`config.mk`:
```
export PLATFORM = sky130hd
export DESIGN_NAME = link_and_load_health_monitor_unit
export DESIGN_NICKNAME = d
export VERILOG_FILES = /design/src/rtl/core/llhm_pkg.sv /design/src/rtl/core/llhm_blink_div.sv /design/src/rtl/core/llhm_datapath.sv /design/src/rtl/core/llhm_ctrl.sv /design/src/rtl/core/link_and_load_health_monitor_unit.sv
export SDC_FILE = /design/constraint.sdc
export NUM_CORES = 1
export LEC_CHECK = 0
export BUFFER_PORTS_ARGS = -buffer_cell sky130_fd_sc_hd__buf_2
export CAP_MARGIN = 20
export CORE_MARGIN = 2
export CORE_UTILIZATION = 45
export DETAILED_ROUTE_END_ITERATION = 10
export PLACE_DENSITY = 0.72
export RECOVER_POWER = 50
export REMOVE_ABC_BUFFERS = 1
export SETUP_SLACK_MARGIN = 0.02
export SLEW_MARGIN = 20
export SYNTH_ARGS = -nofsm -noshare
export SYNTH_HDL_FRONTEND = slang
export SYNTH_SLANG_ARGS = --single-unit
```
`constraint.sdc`:
```
create_clock -name clk -period 8.47 [get_ports clk]
set_input_delay 1.694 -clock clk [delete_from_list [all_inputs] [get_ports clk]]
set_output_delay 1.694 -clock clk [all_outputs]
set_load 0.005 [all_outputs]
```
`src/rtl/core/llhm_pkg.sv`:
```
// ----------------------------------------------------------------------------
// llhm_pkg
// Shared types and constants of the link and load health monitor: request
// codes, status levels, register indexes, controller states and the command
// bundle that the controller hands to the datapath.
// ----------------------------------------------------------------------------
package llhm_pkg;

	// Request codes carried by req_type.
	localparam logic [2:0] REQ_TICK    = 3'd0;
	localparam logic [2:0] REQ_CAN_RX  = 3'd1;
	localparam logic [2:0] REQ_CAN_ERR = 3'd2;
	localparam logic [2:0] REQ_LINK_RX = 3'd3;
	localparam logic [2:0] REQ_CPU     = 3'd4;

	// Status levels shared by all status outputs.
	localparam logic [1:0] LVL_OK   = 2'd0;
	localparam logic [1:0] LVL_WARN = 2'd1;
	localparam logic [1:0] LVL_ERR  = 2'd2;

	// Configuration register indexes.
	localparam logic [2:0] CFG_CAN_SILENT   = 3'd0;
	localparam logic [2:0] CFG_LINK_TIMEOUT = 3'd1;
	localparam logic [2:0] CFG_LINK_LATE    = 3'd2;
	localparam logic [2:0] CFG_LOAD_HIGH    = 3'd3;
	localparam logic [2:0] CFG_LOAD_OVER    = 3'd4;
	localparam logic [2:0] CFG_SLOW_HALF    = 3'd5;
	localparam logic [2:0] CFG_FAST_HALF    = 3'd6;
	localparam logic [2:0] CFG_WDG_RESTART  = 3'd7;

	// Field and datapath widths.
	localparam int CFG_DATA_W = 16;
	localparam int DIV_STEPS  = 32;     // one quotient bit of time_ms per cycle
	localparam int CPU_STEPS  = 7;      // load quotient is below 128
	localparam int PROD_W     = 39;     // holds 101 times a 32-bit delta
	localparam logic [15:0] SAT16   = 16'hFFFF;
	localparam logic [6:0]  PCT_FULL = 7'd100;

	typedef enum logic [2:0] {
		ST_IDLE,
		ST_UPDATE,
		ST_PREP,
		ST_DIV,
		ST_FINISH,
		ST_OUTPUT
	} llhm_state_t;

	typedef struct packed {
		logic capture;
		logic update;
		logic prep;
		logic step;
		logic cpu_step;
		logic finish;
		logic emit;
	} llhm_cmd_t;

endpackage

```
`src/rtl/core/llhm_blink_div.sv`:
```
// ----------------------------------------------------------------------------
// llhm_blink_div
// Bit-serial restoring divider of the 32-bit time counter by a 16-bit half
// period. Only the parity of the quotient is kept; it sets the blink level.
// ----------------------------------------------------------------------------
module llhm_blink_div import llhm_pkg::*; (
	input  logic        clk,
	input  logic        arst_n,
	input  logic        start,
	input  logic        step,
	input  logic [31:0] dividend,
	input  logic [15:0] divisor,
	output logic        level
);

	logic [31:0] num_q;
	logic [15:0] rem_q;
	logic [15:0] div_q;
	logic        par_q;
	logic [16:0] trial;
	logic        fits;

	// One long-division step: bring down the next dividend bit and compare.
	always_comb begin
		trial = {rem_q, num_q[31]};
		fits  = trial >= {1'b0, div_q};
	end

	// A half period of zero divides as one.
	always_ff @(posedge clk or negedge arst_n) begin
		if (!arst_n) begin
			par_q <= 1'b0;
		end else if (start) begin
			num_q <= dividend;
			rem_q <= '0;
			div_q <= (divisor == 16'd0) ? 16'd1 : divisor;
			par_q <= 1'b0;
		end else if (step) begin
			num_q <= {num_q[30:0], 1'b0};
			rem_q <= fits ? 16'(trial - {1'b0, div_q}) : trial[15:0];
			par_q <= fits;
		end
	end

	// The level is high while the quotient is even.
	assign level = ~par_q;

endmodule

```
`src/rtl/core/llhm_datapath.sv`:
```
// ----------------------------------------------------------------------------
// llhm_datapath
// Monitor state, configuration registers, load divider, blink dividers and
// the registered result; all but the configuration follow the controller.
// ----------------------------------------------------------------------------
module llhm_datapath import llhm_pkg::*; (
	input  logic                  clk,
	input  logic                  arst_n,
	input  llhm_cmd_t             cmd,
	input  logic                  cfg_we,
	input  logic [2:0]            cfg_index,
	input  logic [CFG_DATA_W-1:0] cfg_data,
	input  logic [2:0]            req_type,
	input  logic [31:0]           total_run,
	input  logic [31:0]           idle_run,
	output logic [1:0]            system_status,
	output logic [1:0]            heartbeat_status,
	output logic [1:0]            can_status,
	output logic [1:0]            link_status,
	output logic [1:0]            cpu_health,
	output logic [6:0]            cpu_load,
	output logic                  led_red,
	output logic                  led_green,
	output logic                  led_blue
);

	// Configuration registers.
	logic [15:0] can_silent_q, link_timeout_q, link_late_q;
	logic [6:0]  load_high_q, load_over_q;
	logic [15:0] slow_half_q, fast_half_q;
	logic        wdg_restart_q;

	// Monitor state.
	logic [31:0] time_ms_q;
	logic [15:0] since_can_q, since_link_q;
	logic        can_rx_seen_q, can_err_seen_q;
	logic [31:0] prev_total_q, prev_idle_q;
	logic [6:0]  load_pct_q;
	logic [1:0]  load_status_q;

	// Captured request and load division work registers.
	logic [2:0]        req_q;
	logic [31:0]       total_q, idle_q;
	logic [31:0]       dt_q;
	logic              di_ge_q;
	logic              load_en_q;
	logic [PROD_W-1:0] prod_q;
	logic [PROD_W-1:0] rem_q;
	logic [PROD_W-1:0] dsh_q;
	logic [6:0]        quo_q;

	logic [31:0] dt, di;
	logic        cpu_fits;
	logic        slow_lvl, fast_lvl;
	logic [1:0]  hb_lvl, can_lvl, link_lvl, cpu_lvl, sys_lvl;

	// Configuration writes.
	always_ff @(posedge clk or negedge arst_n) begin
		if (!arst_n) begin
			can_silent_q   <= 16'd500;
			link_timeout_q <= 16'd100;
			link_late_q    <= 16'd80;
			load_high_q    <= 7'd70;
			load_over_q    <= 7'd85;
			slow_half_q    <= 16'd1000;
			fast_half_q    <= 16'd500;
			wdg_restart_q  <= 1'b0;
		end else if (cfg_we) begin
			unique case (cfg_index)
				CFG_CAN_SILENT:   can_silent_q   <= cfg_data;
				CFG_LINK_TIMEOUT: link_timeout_q <= cfg_data;
				CFG_LINK_LATE:    link_late_q    <= cfg_data;
				CFG_LOAD_HIGH:    load_high_q    <= cfg_data[6:0];
				CFG_LOAD_OVER:    load_over_q    <= cfg_data[6:0];
				CFG_SLOW_HALF:    slow_half_q    <= cfg_data;
				CFG_FAST_HALF:    fast_half_q    <= cfg_data;
				CFG_WDG_RESTART:  wdg_restart_q  <= cfg_data[0];
				default: ;
			endcase
		end
	end

	// Request capture.
	always_ff @(posedge clk) begin
		if (cmd.capture) begin
			req_q   <= req_type;
			total_q <= total_run;
			idle_q  <= idle_run;
		end
	end

	// Counter deltas against the previous CPU sample.
	always_comb begin
		dt = total_q - prev_total_q;
		di = idle_q - prev_idle_q;
	end

	// Event update of the monitor state.
	always_ff @(posedge clk or negedge arst_n) begin
		if (!arst_n) begin
			time_ms_q      <= '0;
			since_can_q    <= '0;
			since_link_q   <= '0;
			can_rx_seen_q  <= 1'b0;
			can_err_seen_q <= 1'b0;
			prev_total_q   <= '0;
			prev_idle_q    <= '0;
			load_en_q      <= 1'b0;
		end else if (cmd.update) begin
			load_en_q <= 1'b0;
			unique case (req_q)
				REQ_TICK: begin
					time_ms_q    <= time_ms_q + 32'd1;
					since_can_q  <= (since_can_q == SAT16) ? SAT16 : since_can_q + 16'd1;
					since_link_q <= (since_link_q == SAT16) ? SAT16 : since_link_q + 16'd1;
				end
				REQ_CAN_RX: begin
					since_can_q   <= '0;
					can_rx_seen_q <= 1'b1;
				end
				REQ_CAN_ERR: begin
					can_err_seen_q <= 1'b1;
				end
				REQ_LINK_RX: begin
					since_link_q <= '0;
				end
				REQ_CPU: begin
					load_en_q    <= (prev_total_q != 32'd0) && (dt != 32'd0);
					prev_total_q <= total_q;
					prev_idle_q  <= idle_q;
				end
				default: ;
			endcase
		end
	end

	// Scaled idle delta; an idle share of one or more means zero load.
	always_ff @(posedge clk) begin
		if (cmd.update) begin
			dt_q    <= dt;
			di_ge_q <= di >= dt;
			prod_q  <= PROD_W'(di) * PROD_W'(PCT_FULL);
		end
	end

	// Load division: ceil(100 * di / dt), one quotient bit per step.
	assign cpu_fits = rem_q >= dsh_q;

	always_ff @(posedge clk) begin
		if (cmd.prep) begin
			rem_q <= prod_q + PROD_W'(dt_q) - PROD_W'(1);
			dsh_q <= {1'b0, dt_q, 6'b0};
			quo_q <= '0;
		end else if (cmd.cpu_step) begin
			rem_q <= cpu_fits ? rem_q - dsh_q : rem_q;
			dsh_q <= {1'b0, dsh_q[PROD_W-1:1]};
			quo_q <= {quo_q[5:0], cpu_fits};
		end
	end

	// Blink phase dividers for the slow and fast half periods.
	llhm_blink_div u_slow_div (
		.clk      (clk),
		.arst_n   (arst_n),
		.start    (cmd.prep),
		.step     (cmd.step),
		.dividend (time_ms_q),
		.divisor  (slow_half_q),
		.level    (slow_lvl)
	);

	llhm_blink_div u_fast_div (
		.clk      (clk),
		.arst_n   (arst_n),
		.start    (cmd.prep),
		.step     (cmd.step),
		.dividend (time_ms_q),
		.divisor  (fast_half_q),
		.level    (fast_lvl)
	);

	// New load percentage, kept on a first sample or a zero total delta.
	always_ff @(posedge clk or negedge arst_n) begin
		if (!arst_n) begin
			load_pct_q <= '0;
		end else if (cmd.finish && load_en_q) begin
			if (di_ge_q || quo_q >= PCT_FULL)
				load_pct_q <= '0;
			else
				load_pct_q <= PCT_FULL - quo_q;
		end
	end

	// Status levels after the update.
	always_comb begin
		hb_lvl = wdg_restart_q ? LVL_ERR : LVL_OK;

		if (can_rx_seen_q && since_can_q > can_silent_q)
			can_lvl = LVL_ERR;
		else if (can_err_seen_q)
			can_lvl = LVL_WARN;
		else
			can_lvl = LVL_OK;

		if (since_link_q > link_timeout_q)
			link_lvl = LVL_ERR;
		else if (since_link_q > link_late_q)
			link_lvl = LVL_WARN;
		else
			link_lvl = LVL_OK;

		cpu_lvl = load_status_q;
		if (req_q == REQ_CPU) begin
			if (load_pct_q > load_over_q)
				cpu_lvl = LVL_ERR;
			else if (load_pct_q > load_high_q)
				cpu_lvl = LVL_WARN;
			else
				cpu_lvl = LVL_OK;
		end

		sys_lvl = hb_lvl;
		if (can_lvl > sys_lvl)
			sys_lvl = can_lvl;
		if (link_lvl > sys_lvl)
			sys_lvl = link_lvl;
		if (cpu_lvl > sys_lvl)
			sys_lvl = cpu_lvl;
	end

	// CPU status is held between samples.
	always_ff @(posedge clk or negedge arst_n) begin
		if (!arst_n) begin
			load_status_q <= LVL_OK;
		end else if (cmd.emit) begin
			load_status_q <= cpu_lvl;
		end
	end

	// Result register.
	always_ff @(posedge clk) begin
		if (cmd.emit) begin
			system_status    <= sys_lvl;
			heartbeat_status <= hb_lvl;
			can_status       <= can_lvl;
			link_status      <= link_lvl;
			cpu_health       <= cpu_lvl;
			cpu_load         <= load_pct_q;
			led_red          <= hb_lvl == LVL_ERR;
			led_green        <= (link_lvl == LVL_OK) ? 1'b1 :
			                    (link_lvl == LVL_WARN) ? slow_lvl : fast_lvl;
			led_blue         <= (cpu_lvl == LVL_OK) ? 1'b0 :
			                    (cpu_lvl == LVL_WARN) ? slow_lvl : fast_lvl;
		end
	end

endmodule

```
`src/rtl/core/llhm_ctrl.sv`:
```
// ----------------------------------------------------------------------------
// llhm_ctrl
// Sequencer of the monitor: takes one request, steps the datapath through
// update, division and finish, and hands the result to the output register.
// ----------------------------------------------------------------------------
module llhm_ctrl import llhm_pkg::*; (
	input  logic      clk,
	input  logic      arst_n,
	input  logic      in_valid,
	output logic      in_stall,
	output logic      out_valid,
	input  logic      out_stall,
	output llhm_cmd_t cmd
);

	llhm_state_t state_q, state_d;
	logic [4:0]  count_q;
	logic        out_valid_q;
	logic        out_free;
	logic        div_last;

	assign out_free = !out_valid_q || !out_stall;
	assign div_last = count_q == 5'(DIV_STEPS - 1);

	// Next state.
	always_comb begin
		state_d = state_q;
		unique case (state_q)
			ST_IDLE:   if (in_valid) state_d = ST_UPDATE;
			ST_UPDATE: state_d = ST_PREP;
			ST_PREP:   state_d = ST_DIV;
			ST_DIV:    if (div_last) state_d = ST_FINISH;
			ST_FINISH: state_d = ST_OUTPUT;
			ST_OUTPUT: if (out_free) state_d = ST_IDLE;
			default:   state_d = ST_IDLE;
		endcase
	end

	// Datapath commands.
	always_comb begin
		cmd          = '0;
		cmd.capture  = (state_q == ST_IDLE) && in_valid;
		cmd.update   = state_q == ST_UPDATE;
		cmd.prep     = state_q == ST_PREP;
		cmd.step     = state_q == ST_DIV;
		cmd.cpu_step = (state_q == ST_DIV) && (count_q < 5'(CPU_STEPS));
		cmd.finish   = state_q == ST_FINISH;
		cmd.emit     = (state_q == ST_OUTPUT) && out_free;
	end

	// State, step counter and result valid flag.
	always_ff @(posedge clk or negedge arst_n) begin
		if (!arst_n) begin
			state_q     <= ST_IDLE;
			count_q     <= '0;
			out_valid_q <= 1'b0;
		end else begin
			state_q <= state_d;
			if (state_q == ST_PREP)
				count_q <= '0;
			else if (state_q == ST_DIV)
				count_q <= count_q + 5'd1;
			if (cmd.emit)
				out_valid_q <= 1'b1;
			else if (!out_stall)
				out_valid_q <= 1'b0;
		end
	end

	assign in_stall  = state_q != ST_IDLE;
	assign out_valid = out_valid_q;

endmodule

```
`src/rtl/core/link_and_load_health_monitor_unit.sv`:
```
// ----------------------------------------------------------------------------
// link_and_load_health_monitor_unit
// Health monitor for CAN traffic, link traffic and CPU load.
//
// Input channel (in_valid / in_stall): one request per event: a millisecond
// tick, CAN receive, CAN error, link receive or CPU sample with total and
// idle run counters. Every request gives exactly one result on the output
// channel (out_valid / out_stall): the four statuses, their maximum, the
// last CPU load and the three LED levels.
// An accepted request is worked through the states update,
// setup, 32 steps of the bit-serial blink dividers (the CPU load division
// runs in the first 7 of them), finish and output. One request is worked at
// a time, so a new one is taken only once the last has left the output state.
// The finished result sits in an output register; while the receiver stalls
// it holds, the next request can still be accepted and worked, and its result
// waits in the output state until the register is free.
// Reset clears all monitor state and loads the configuration defaults; no
// result is pending after reset. Configuration writes take effect at once.
// ----------------------------------------------------------------------------
module link_and_load_health_monitor_unit import llhm_pkg::*; (
	input  logic                  clk,
	input  logic                  arst_n,
	input  logic                  cfg_we,
	input  logic [2:0]            cfg_index,
	input  logic [CFG_DATA_W-1:0] cfg_data,
	input  logic                  in_valid,
	output logic                  in_stall,
	input  logic [2:0]            req_type,
	input  logic [31:0]           total_run,
	input  logic [31:0]           idle_run,
	output logic                  out_valid,
	input  logic                  out_stall,
	output logic [1:0]            system_status,
	output logic [1:0]            heartbeat_status,
	output logic [1:0]            can_status,
	output logic [1:0]            link_status,
	output logic [1:0]            cpu_health,
	output logic [6:0]            cpu_load,
	output logic                  led_red,
	output logic                  led_green,
	output logic                  led_blue
);

	llhm_cmd_t cmd;

	// Sequencer.
	llhm_ctrl u_ctrl (
		.clk       (clk),
		.arst_n    (arst_n),
		.in_valid  (in_valid),
		.in_stall  (in_stall),
		.out_valid (out_valid),
		.out_stall (out_stall),
		.cmd       (cmd)
	);

	// State, arithmetic and result register.
	llhm_datapath u_datapath (
		.clk              (clk),
		.arst_n           (arst_n),
		.cmd              (cmd),
		.cfg_we           (cfg_we),
		.cfg_index        (cfg_index),
		.cfg_data         (cfg_data),
		.req_type         (req_type),
		.total_run        (total_run),
		.idle_run         (idle_run),
		.system_status    (system_status),
		.heartbeat_status (heartbeat_status),
		.can_status       (can_status),
		.link_status      (link_status),
		.cpu_health       (cpu_health),
		.cpu_load         (cpu_load),
		.led_red          (led_red),
		.led_green        (led_green),
		.led_blue         (led_blue)
	);

endmodule
```
==> results.yml <==
grt:
  globalRouteTotalUtil_pct: 19.3
  grt_first_pass_wirelength_mm: 137
  grt_start_max_net_pins: 80
  grt_overflow: 0
  first_global_vias: 27000
  initial_antenna_violation_count: 3
final_layout:
  num-nets-final: 4481
  num-fill-cells: 7434
  antenna-diode-count: 0
  postLayoutCellArea_um2: 41900
  area_growth_pct: 10.2
  share_of_layout_cells_above_drive_strength_1_pct: 9.59
  seqCellArea_um2: 16100
  multi_input_gate_area_um2: 19600
cts:
  cts.sink_count: 581
  cts_buffers: 61
  clkSlewWorstSetupHoldPaths_ps: 60
  cts_hold_buffers: 0
  number_of_levels_the_h_tree_was_split_into: 2
  clkLatencyLatePin_ps: 670
  clock_path_buffers: 3
  post_cts_resize_count: 0
  post-cts-setup-buffer-count: 0
  cts.root.buffer_cell: "clkbuf_16"
  cts_tree: "built"
sta:
  finalWorstSetupSlack_ps: 1370
  rsz_0062_raised_after_global_routing: "false"
  setup_total_neg_slack_ps: 0
  fin_crit_ps: 7100
  clock-skew-final_ps: 82.8
  hold_ws_ps: 466
  timing_max_transition_violations_final: 547
  slew_headroom_pct: -127
  achievable-frequency_ghz: 0.141
  worst-slew-pin-transition_ps: 3400
  report.final.setup_viol: 0
  layout_worst_path_cycle_share_pct: 83.8
  final-hold-violation-count: 0
routing:
  wl_mm: 83.5
  dr_total_vias: 27900
  drtIter0Drc: 1813
  via_cell_ratio: 5.44
  detailedRoute.firstPassIterationCount: 5
  route.detailed.drc: 0
  wl_per_cell_um: 16.2
  drt.antenna.violating_nets: 0
synth:
  synth-main-ff-cell: "edfxtp_1"
  synth_cell_types: 87
  synthesis.instances: 3875
  postSynthAreaPerCell_um2: 9.82
  number_of_enable_type_register_cells_in_the_synthesized_netlist: 322
  yosys_warnings: 0
  syn_area_um2: 38000
  async_flop_share_pct: 42.3
  synth-seq-area-share_pct: 42.4
  yosys_register_bits: 581
place:
  dpl-instance-area_um2: 39800
  detailed_place_hpwl_mm: 62.2
  numPortBuffers: 111
  place_congestion: 0.904
  post-place-ws_ps: 1480
die:
  initial_core_util_pct: 45.5
  die_width_um: 295
  ios: 113
  fp-row-count: 106
  floorplan.die.height_um: 295
  core_region_area_um2: 83700
  die-area_um2: 86900
setup_path:
  worst_ep_required_time_ps: 8860
  cp.depth: 29
  rr_startpoint: "u_datapath.prev_idle_q[0]"
  worst_ep_arrival_time_ps: 7490
  reg2reg_setup_slack_ps: 1370
  cp_max_fanout: 6
  timing.critical_path.from: "u_datapath.prev_idle_q[0]"
  cpLargestDelayFamily: "compound AO/OA/AOI/OAI gates"
  worst_setup_path_end_kind: "register"
  cpPeakStageDelay_ps: 530
  cp-start-kind: "register"
  worst-setup-path-type: "reg2reg"
  critical_path_capture_point: "u_datapath.prod_q[35]"
  worst-path-buf-inv: 3
  critical_path.most_common_cell: "ha_1"
  crit_path_top_delay_cell: "fa_1"
  crit-reg2reg-capture: "u_datapath.prod_q[35]"
  depth_of_the_worst_register_to_register_path: 29
run_status:
  failed_checks: "max-capacitance violations, max-slew violations"
  status: "finished with violations"
flow_run:
  maxCapViolCount: 13
min_path:
  min-delay-path-class: "reg2reg"
-- layout make-up --
class / count / share of cell area (%)
repair buffers: 136 / 1.62
flip-flops and latches: 581 / 38.5
clock inverters: 43 / 1.47
well taps: 1134 / 3.39
inverters: 513 / 4.59
multi-input cells: 2657 / 46.7
clock buffers: 73 / 3.80
-- worst min path at each step --
stage	from	cells past startpoint	to
CTS	u_datapath.can_rx_seen_q	1	u_datapath.can_rx_seen_q
finish	u_datapath.wdg_restart_q	0	u_datapath.heartbeat_status[1]
floorplan	u_datapath.wdg_restart_q	0	u_datapath.heartbeat_status[1]
global placement	u_datapath.can_rx_seen_q	1	u_datapath.can_rx_seen_q
global route	u_datapath.can_rx_seen_q	1	u_datapath.can_rx_seen_q
detailed placement	u_datapath.can_rx_seen_q	1	u_datapath.can_rx_seen_q
-- per-layer routing --
layer / wire, um / global-route usage [%] / vias up
met5: 26 / 0 / -
met4: 2420 / 5.71 / 4
met3: 3710 / 2.62 / 141
met2: 38800 / 32.3 / 606
met1: 38500 / 26.0 / 13300
li1: - / - / 13900
-- cell families (layout without fill, tap and decap cells) --
group | count (synthesis) | count (layout) | synth area share (%)
buffers and inverters | 637 | 765 | 6.31
AND/OR/NAND/NOR | 988 | 988 | 12.5
XOR/XNOR | 185 | 185 | 4.26
adder cells (fa/ha/maj) | 440 | 440 | 15.1
other | 1 | 1 | 0.00986
flip-flops | 581 | 581 | 42.4
AO/OA/AOI/OAI | 898 | 898 | 15.3
multiplexers | 145 | 145 | 4.18
-- layout by cell type (no fill, tap or decap), drive strengths merged, types with 15 or more instances in the layout --
cell	n
or3	19
nand2	388
nand2b	27
clkinv	23
clkbuf	98
a31oi	33
and3	43
inv	514
fa	33
dfrtp	216
o211ai	19
o31ai	21
mux2	110
nor4	33
a22o	15
a211oi	15
o21ai	233
xnor2	114
nor2b	43
nor3	51
nand3	77
buf	111
o21a	38
mux2i	35
edfxtp	322
ha	407
and2	18
a21oi	215
xor2	71
o22ai	38
dfstp	30
nand4	54
nor2	172
o21bai	21
a311oi	16
a21o	123
or2	15
-- state kept, by name (all words and copies together) (netlist names), 31 cells and up --
signal / count
u_datapath.prod_q: 37
u_datapath.u_slow_div.num_q: 31
u_datapath.dsh_q: 38
u_datapath.prev_total_q: 32
u_datapath.prev_idle_q: 32
u_datapath.dt_q: 32
u_datapath.idle_q: 32
u_datapath.time_ms_q: 32
u_datapath.total_q: 32
u_datapath.rem_q: 39
-- metrics by stage --
stage                     util [%]  std cells
after global placement        47.6       5021
final                         50.1       5137
after CTS                     50.2       5137
after detailed placement      47.6       5021
after global routing          50.1       5137
after floorplan                  -       3751
-- Yosys cell counts (14+ instances only) --
cell,n,share of area [%]
and2_1,17,0.28
nor2b_1,42,0.69
or3_1,17,0.28
and3_1,43,0.71
o21a_1,38,0.75
nand2_1,388,3.8
a211oi_1,15,0.30
ha_1,407,13
a21o_1,123,2.4
xnor2_1,114,2.6
and4_1,14,0.32
a21oi_1,214,2.8
buf_1,17,0.17
nor3_1,51,0.67
nor4_1,31,0.51
a31oi_1,33,0.54
inv_1,511,5.0
xor2_1,71,1.6
nor2_1,172,1.7
nand3_1,77,1.0
o21ai_0,229,3.0
o22ai_1,38,0.62
edfxtp_1,322,25
dfrtp_1,216,14
o31ai_1,21,0.41
mux2i_1,35,0.92
fa_1,33,1.7
mux2_2,110,3.3
nand4_1,54,0.89
nand2b_1,27,0.44
a22o_1,15,0.35
a311oi_1,16,0.37
or2_2,14,0.23
o21bai_1,21,0.41
clkbuf_1,104,1.0
dfstp_2,30,2.1
o211ai_1,19,0.37
Power is left out: the tool's default activity adds up to more than one toggle a clock period on the data nets, which glitch-free logic cannot reach.
